<file path="src/design/dvfc_pkg.sv">
// Package with the sizes, types and helper functions of the distinct value frequency counter.
`default_nettype none
package dvfc_pkg;

  localparam int TABLE_DEPTH = 64;
  localparam int COUNT_BITS  = 16;
  localparam int VALUE_BITS  = 32;
  localparam int OCC_BITS    = 16;
  localparam int ADDR_BITS   = (TABLE_DEPTH > 1) ? $clog2(TABLE_DEPTH) : 1;
  localparam int USED_BITS   = $clog2(TABLE_DEPTH + 1);
  localparam int ENTRY_BITS  = VALUE_BITS + COUNT_BITS;
  localparam int OUT_BITS    = ((VALUE_BITS + OCC_BITS + 7) / 8) * 8;

  typedef logic [VALUE_BITS-1:0] value_t;
  typedef logic [COUNT_BITS-1:0] count_t;
  typedef logic [OCC_BITS-1:0]   occ_t;
  typedef logic [ADDR_BITS-1:0]  addr_t;
  typedef logic [USED_BITS-1:0]  used_t;
  typedef logic [ENTRY_BITS-1:0] entry_t;

  typedef enum logic [4:0] {
    ST_IDLE    = 5'b00001,
    ST_SCAN    = 5'b00010,
    ST_EMIT_RD = 5'b00100,
    ST_EMIT_LD = 5'b01000,
    ST_EMIT_WT = 5'b10000
  } state_t;

  // Increment that stops at the largest count.
  function automatic count_t count_inc(input count_t c);
    if (c == '1) begin
      return c;
    end
    return c + count_t'(1);
  endfunction

  // Narrows a stored count to the output field, saturating when it does not fit.
  function automatic occ_t occ_sat(input count_t c);
    logic [31:0] wide;
    wide = 32'(c);
    if (wide > 32'(2 ** OCC_BITS - 1)) begin
      return '1;
    end
    return wide[OCC_BITS-1:0];
  endfunction

endpackage
`default_nettype wire

</file>
<file path="src/design/distinct_value_frequency_counter.sv">
// Top level of the distinct value frequency counter: entry memory, scan and emit control.
// An item is scanned over the N stored entries: one memory read per stored key,
// issued each cycle, compared in the next; a match, an append or a full table ends the scan.
// At end of run each entry is read, loaded and transferred, the transfer waiting out any output stall.
// A single item-at-a-time sequencer owns the entry memory, with one read and one write port.
// Synchronous active-low reset clears the control state, fill count and overflow flag;
// the entry memory is not cleared, only entries below the fill count are ever read.
`default_nettype none
module distinct_value_frequency_counter (
  input  wire logic        clk,
  input  wire logic        rst_n,
  input  wire logic        in_tvalid,
  output logic             in_tready,
  input  wire logic [31:0] in_tdata,   // [31:0] sample_value
  input  wire logic        in_tlast,   // end_of_run
  output logic             out_tvalid,
  input  wire logic        out_tready,
  output logic [47:0]      out_tdata,  // [31:0] distinct_value, [47:32] occurrences
  output logic             out_tlast,  // final_entry
  output logic             out_tuser   // table_overflowed
);

  dvfc_pkg::entry_t mem [dvfc_pkg::TABLE_DEPTH];
  dvfc_pkg::entry_t rd_data_r;
  dvfc_pkg::addr_t  rd_addr;
  logic             wr_en;
  dvfc_pkg::addr_t  wr_addr;
  dvfc_pkg::entry_t wr_data;

  dvfc_pkg::state_t state_r, state_nxt;
  dvfc_pkg::used_t  used_r, used_nxt;
  logic             ovf_r, ovf_nxt;
  dvfc_pkg::value_t val_r, val_nxt;
  logic             last_r, last_nxt;
  dvfc_pkg::used_t  idx_r, idx_nxt;
  logic             cmp_vld_r, cmp_vld_nxt;
  dvfc_pkg::addr_t  cmp_idx_r, cmp_idx_nxt;

  logic             out_vld_r, out_vld_nxt;
  dvfc_pkg::value_t out_val_r, out_val_nxt;
  dvfc_pkg::occ_t   out_occ_r, out_occ_nxt;
  logic             out_last_r, out_last_nxt;
  logic             out_ovf_r, out_ovf_nxt;

  dvfc_pkg::value_t rd_key;
  dvfc_pkg::count_t rd_cnt;

  assign rd_key = rd_data_r[dvfc_pkg::ENTRY_BITS-1:dvfc_pkg::COUNT_BITS];
  assign rd_cnt = rd_data_r[dvfc_pkg::COUNT_BITS-1:0];

  always_ff @(posedge clk) begin
    if (wr_en) begin
      mem[wr_addr] <= wr_data;
    end
    rd_data_r <= mem[rd_addr];
  end

  always_comb begin
    state_nxt    = state_r;
    used_nxt     = used_r;
    ovf_nxt      = ovf_r;
    val_nxt      = val_r;
    last_nxt     = last_r;
    idx_nxt      = idx_r;
    cmp_vld_nxt  = 1'b0;
    cmp_idx_nxt  = cmp_idx_r;
    out_vld_nxt  = out_vld_r;
    out_val_nxt  = out_val_r;
    out_occ_nxt  = out_occ_r;
    out_last_nxt = out_last_r;
    out_ovf_nxt  = out_ovf_r;
    rd_addr      = idx_r[dvfc_pkg::ADDR_BITS-1:0];
    wr_en        = 1'b0;
    wr_addr      = used_r[dvfc_pkg::ADDR_BITS-1:0];
    wr_data      = {val_r, dvfc_pkg::count_t'(1)};
    in_tready    = (state_r == dvfc_pkg::ST_IDLE);

    unique case (state_r)
      dvfc_pkg::ST_IDLE: begin
        if (in_tvalid) begin
          val_nxt   = in_tdata;
          last_nxt  = in_tlast;
          idx_nxt   = '0;
          state_nxt = dvfc_pkg::ST_SCAN;
        end
      end
      dvfc_pkg::ST_SCAN: begin
        priority if (cmp_vld_r && (rd_key == val_r)) begin
          // Repeat of a stored value: write back its incremented count.
          wr_en     = 1'b1;
          wr_addr   = cmp_idx_r;
          wr_data   = {rd_key, dvfc_pkg::count_inc(rd_cnt)};
          idx_nxt   = '0;
          state_nxt = last_r ? dvfc_pkg::ST_EMIT_RD : dvfc_pkg::ST_IDLE;
        end else if (idx_r < used_r) begin
          cmp_vld_nxt = 1'b1;
          cmp_idx_nxt = idx_r[dvfc_pkg::ADDR_BITS-1:0];
          idx_nxt     = idx_r + dvfc_pkg::used_t'(1);
        end else begin
          // Every stored key has been compared without a match.
          if (used_r == dvfc_pkg::used_t'(dvfc_pkg::TABLE_DEPTH)) begin
            ovf_nxt = 1'b1;
          end else begin
            wr_en    = 1'b1;
            used_nxt = used_r + dvfc_pkg::used_t'(1);
          end
          idx_nxt   = '0;
          state_nxt = last_r ? dvfc_pkg::ST_EMIT_RD : dvfc_pkg::ST_IDLE;
        end
      end
      dvfc_pkg::ST_EMIT_RD: begin
        state_nxt = dvfc_pkg::ST_EMIT_LD;
      end
      dvfc_pkg::ST_EMIT_LD: begin
        out_vld_nxt  = 1'b1;
        out_val_nxt  = rd_key;
        out_occ_nxt  = dvfc_pkg::occ_sat(rd_cnt);
        out_last_nxt = ((idx_r + dvfc_pkg::used_t'(1)) == used_r);
        out_ovf_nxt  = ovf_r;
        state_nxt    = dvfc_pkg::ST_EMIT_WT;
      end
      dvfc_pkg::ST_EMIT_WT: begin
        if (out_tready) begin
          out_vld_nxt = 1'b0;
          if (out_last_r) begin
            // The whole table has been sent: start the next run empty.
            used_nxt  = '0;
            ovf_nxt   = 1'b0;
            state_nxt = dvfc_pkg::ST_IDLE;
          end else begin
            idx_nxt   = idx_r + dvfc_pkg::used_t'(1);
            state_nxt = dvfc_pkg::ST_EMIT_RD;
          end
        end
      end
      default: begin
        state_nxt = dvfc_pkg::ST_IDLE;
      end
    endcase
  end

  always_ff @(posedge clk) begin
    if (!rst_n) begin
      state_r   <= dvfc_pkg::ST_IDLE;
      used_r    <= '0;
      ovf_r     <= 1'b0;
      cmp_vld_r <= 1'b0;
      out_vld_r <= 1'b0;
    end else begin
      state_r   <= state_nxt;
      used_r    <= used_nxt;
      ovf_r     <= ovf_nxt;
      cmp_vld_r <= cmp_vld_nxt;
      out_vld_r <= out_vld_nxt;
    end
  end

  always_ff @(posedge clk) begin
    val_r      <= val_nxt;
    last_r     <= last_nxt;
    idx_r      <= idx_nxt;
    cmp_idx_r  <= cmp_idx_nxt;
    out_val_r  <= out_val_nxt;
    out_occ_r  <= out_occ_nxt;
    out_last_r <= out_last_nxt;
    out_ovf_r  <= out_ovf_nxt;
  end

  assign out_tvalid = out_vld_r;
  assign out_tdata  = {out_occ_r, out_val_r};
  assign out_tlast  = out_last_r;
  assign out_tuser  = out_ovf_r;

endmodule
`default_nettype wire
</file>
<file path="config.mk">
export PLATFORM = sky130hd
export DESIGN_NAME = distinct_value_frequency_counter
export DESIGN_NICKNAME = d
export VERILOG_FILES = /design/src/design/dvfc_pkg.sv /design/src/design/distinct_value_frequency_counter.sv
export SDC_FILE = /design/constraint.sdc
export NUM_CORES = 2
export LEC_CHECK = 0
export BUFFER_PORTS_ARGS = -buffer_cell sky130_fd_sc_hd__buf_2
export CORE_MARGIN = 2
export CORE_UTILIZATION = 46
export DETAILED_ROUTE_END_ITERATION = 7
export SLEW_MARGIN = 5
export SYNTH_ARGS = -nofsm -noshare
export SYNTH_HDL_FRONTEND = slang
export SYNTH_SLANG_ARGS = --single-unit
</file>
<file path="constraint.sdc">
create_clock -name clk -period 9.1 [get_ports clk]
set_clock_uncertainty 0.05 [all_clocks]
set_input_delay 0.91 -clock clk [delete_from_list [all_inputs] [get_ports clk]]
set_output_delay 0.91 -clock clk [all_outputs]
set_load 0.1 [all_outputs]
</file>
==> run metrics <==
status finished clean; cts bufs inserted between 300 and 400; crit path launch val_r[30]$_DFFE_PP_; cell family with most CP delay simple AND/OR/NAND/NOR gates; GP Congestion about 0.82; Syn Std Cell Area 123000 um2; IO buf count just under 90; Tmin final around 6000 ps; WP data required roughly 9600 ps; Leakage between 40 and 50 nW; fillcell total between 20000 and 25000; number of cells on the critical path 8; crit-path max cell delay around 1000 ps; cts repair resizes 0; TritonCTS Sinks 3231; unrepaired setup endpoints after global routing false; fin. max-slew vios 0; Mapped Avg Cell Area 24.3 um2; Post-synth EDFFs about 3200; most frequent cells in the layout 3168 x edfxtp_1, 960 x mux4_2, 336 x clkbuf_16; CTS Buffer Depth 4; leading cell type in the layout, fill and taps excluded edfxtp_1; first-pass GRT wire length between 400000 and 500000 um; Critical Path Slowest Stage Cell a21oi_4; WL final between 300000 and 400000 um; post-synthesis cell count 5047; Register Area 96400 um2; number of global-route vias before repair ~58000; CP arrival ~6500 ps; initial DRC count a little over 8000; Worst R2R Path Depth 8; worst min-delay path class input pin to register; syn nets slightly above 5000; CP Capture Type register; Post-synth top flop edfxtp_1; worst reg-to-reg setup slack 3050 ps; layout cells sized above 1 a little under a third; via/cell ratio around 6.3; Fmax about 0.17 GHz; Max FO, Critical Path 65; fin crit share roughly two thirds; Residual DRC 0; kind of critical path register to register; Worst-Skew Late Latency roughly 880 ps; CTS tree yes; ANT nets after route 0; antenna violations before repair 16; clock-pin slew on the worst setup and hold paths around 60 ps; post-synthesis sequential area ratio 78.5%; Critical Path Source Type register; # Post-CTS Setup Buffers 0; DR WL/cell around 36 um; Die Area about 270000 um2; Pre-antenna DRT Iters 5; CP cell instances buf_4 > xnor2_1 > nand3_1 > nor4_1 > and4_2 > nand3_1 > a21oi_4 > buf_4; Area Growth Syn to Fin 13.5%; Final Hold Viols 0; Rel. slew slack 21.1%; IO Count 89; IR drop worst, VDD 0.000178 V; CTS Root Cell clkbuf_16; total gr overflow 0; Multi-input gate area 26300 um2; Die Span Y ~520 um; Final Setup Violations 0; reg2reg end mem[15][14]$_DFFE_PP_; routed via count between 50000 and 60000; dpl hpwl around 180000 um; Yosys reg bits approximately 3200; GRT Overall Usage between 20% and 30%; Starting Density between 40 and 50%; Post-CTS Hold Buffers 0; r2r startpoint val_r[30]$_DFFE_PP_; power per cell area between 200 and 250 nW/um2; Die W ~520 um; NumNets Final ~5400; final hold slack about 160 ps; CP Capture Point mem[15][14]$_DFFE_PP_; Setup TNS 0 ps; max-cap violation count 0; Rows ~190; H-tree depth 5; Core Region around 270000 um2; distinct cell type count after synthesis between 50 and 60; YS warnings 0; worst path bufs/invs 2; ys async rst share 0%; largest net degree at the start of global routing ~140; worst-margin pin slew between 1000 and 1500 ps
-- stage by stage --
stage,power (mW),util (%),setup slack (ps),std cells,area (um2)
floorplan,18.8,-,2500,5047,123000
finish,32.4,52.6,3050,9151,139000
detailed placement,19.8,48.7,3200,8568,129000
global placement,19.8,48.7,3240,8568,129000
CTS,32.7,52.6,3190,9147,139000
global route,33.4,52.6,2890,9148,139000
-- how the worst min path moves through the flow --
stage | start | end | slack, ps | depth (start not counted)
detailed placement | rd_data_r[16]$_DFF_P_ | out_val_r[0]$_DFFE_PP_ | 390 | 0
global placement | rd_data_r[17]$_DFF_P_ | out_val_r[1]$_DFFE_PP_ | 380 | 0
finish | in_tdata[1] | val_r[1]$_DFFE_PP_ | 160 | 1
floorplan | ovf_r$_SDFFE_PN0P_ | out_tuser$_DFFE_PP_ | 360 | 0
global route | in_tdata[1] | val_r[1]$_DFFE_PP_ | 140 | 1
CTS | in_tdata[1] | val_r[1]$_DFFE_PP_ | 100 | 1
-- power by group --
part | switching [mW] | internal [mW] | total, mW | leakage, nW
clock | 5.53 | 7.44 | 13.0 | 5.00
sequential | 0.146 | 16.5 | 16.6 | 29.5
combinational | 1.67 | 1.19 | 2.86 | 8.02
-- synthesized netlist by cell type (4+ instances only) --
library cell  count  area, um2
edfxtp_1       3168      95100
mux4_2          960      21600
clkbuf_1        166        623
a22oi_1          96        721
nand2_1          88        330
buf_2            86        430
dfxtp_1          63       1260
nand3_1          43        215
nor2_1           40        150
xnor2_1          39        342
buf_1            35        131
o32ai_1          35        307
nand4_1          23        144
a21oi_1          19       95.1
nor3_1           18       90.1
inv_1            16       60.1
o22ai_1          15       93.8
nand2b_1         13       81.3
o31ai_1          12       90.1
ha_1             11        138
buf_6            10        113
o21ai_0           9       45.0
and3_1            8       50.1
nor2b_1           8       50.1
xor2_1            7       61.3
nor4_1            6       37.5
and2_1            5       31.3
o221ai_1          4       35.0
or3_1             4       25.0
-- worst register-to-register path, stage by stage (launching register included) --
cell,delay (ps)
edfxtp_1,360
buf_4,320
xnor2_1,690
nand3_1,210
nor4_1,460
and4_2,910
nand3_1,850
a21oi_4,1030
buf_4,710
-- layout make-up --
class	count	share of cell area (%)
Tap cell	3533	3.17
Timing Repair Buffer	285	1.48
Antenna cell	4	0.00718
Clock inverter	166	0.977
Inverter	17	0.0458
Sequential cell	3231	69.1
Multi-Input combinational cell	1502	18.9
Clock buffer	413	6.34
-- state kept, by name (all words and copies together) (netlist names), 5 cells and up --
| signal | flops |
|---|---|
| mem | 3072 |
| used_r | 7 |
| out_val_r | 32 |
| val_r | 32 |
| out_occ_r | 16 |
| rd_data_r | 48 |
| idx_r | 7 |
| state_r | 5 |
| cmp_idx_r | 6 |
-- per-layer routing --
| layer | share of wire, % | wire length, um | global-route usage, % |
|---|---|---|---|
| met5 | 0 | 0 | 0 |
| met2 | 48 | 158000 | 38.5 |
| met3 | 8.1 | 26600 | 3.61 |
| met4 | 3.9 | 12700 | 8.53 |
| met1 | 40 | 132000 | 34.8 |
-- kinds of logic (layout without fill, tap and decap cells) --
group | after synthesis | count (layout) | synth area share [%]
AO/OA/AOI/OAI | 206 | 206 | 1.24
flip-flops | 3231 | 3231 | 78.5
adder cells (fa/ha/maj) | 11 | 11 | 0.112
buffers and inverters | 314 | 881 | 1.11
XOR/XNOR | 46 | 46 | 0.328
other | 0 | 4 | 0
multiplexers | 962 | 962 | 17.6
AND/OR/NAND/NOR | 277 | 277 | 1.12
No activity file was read; power rests on OpenSTA's default activity.
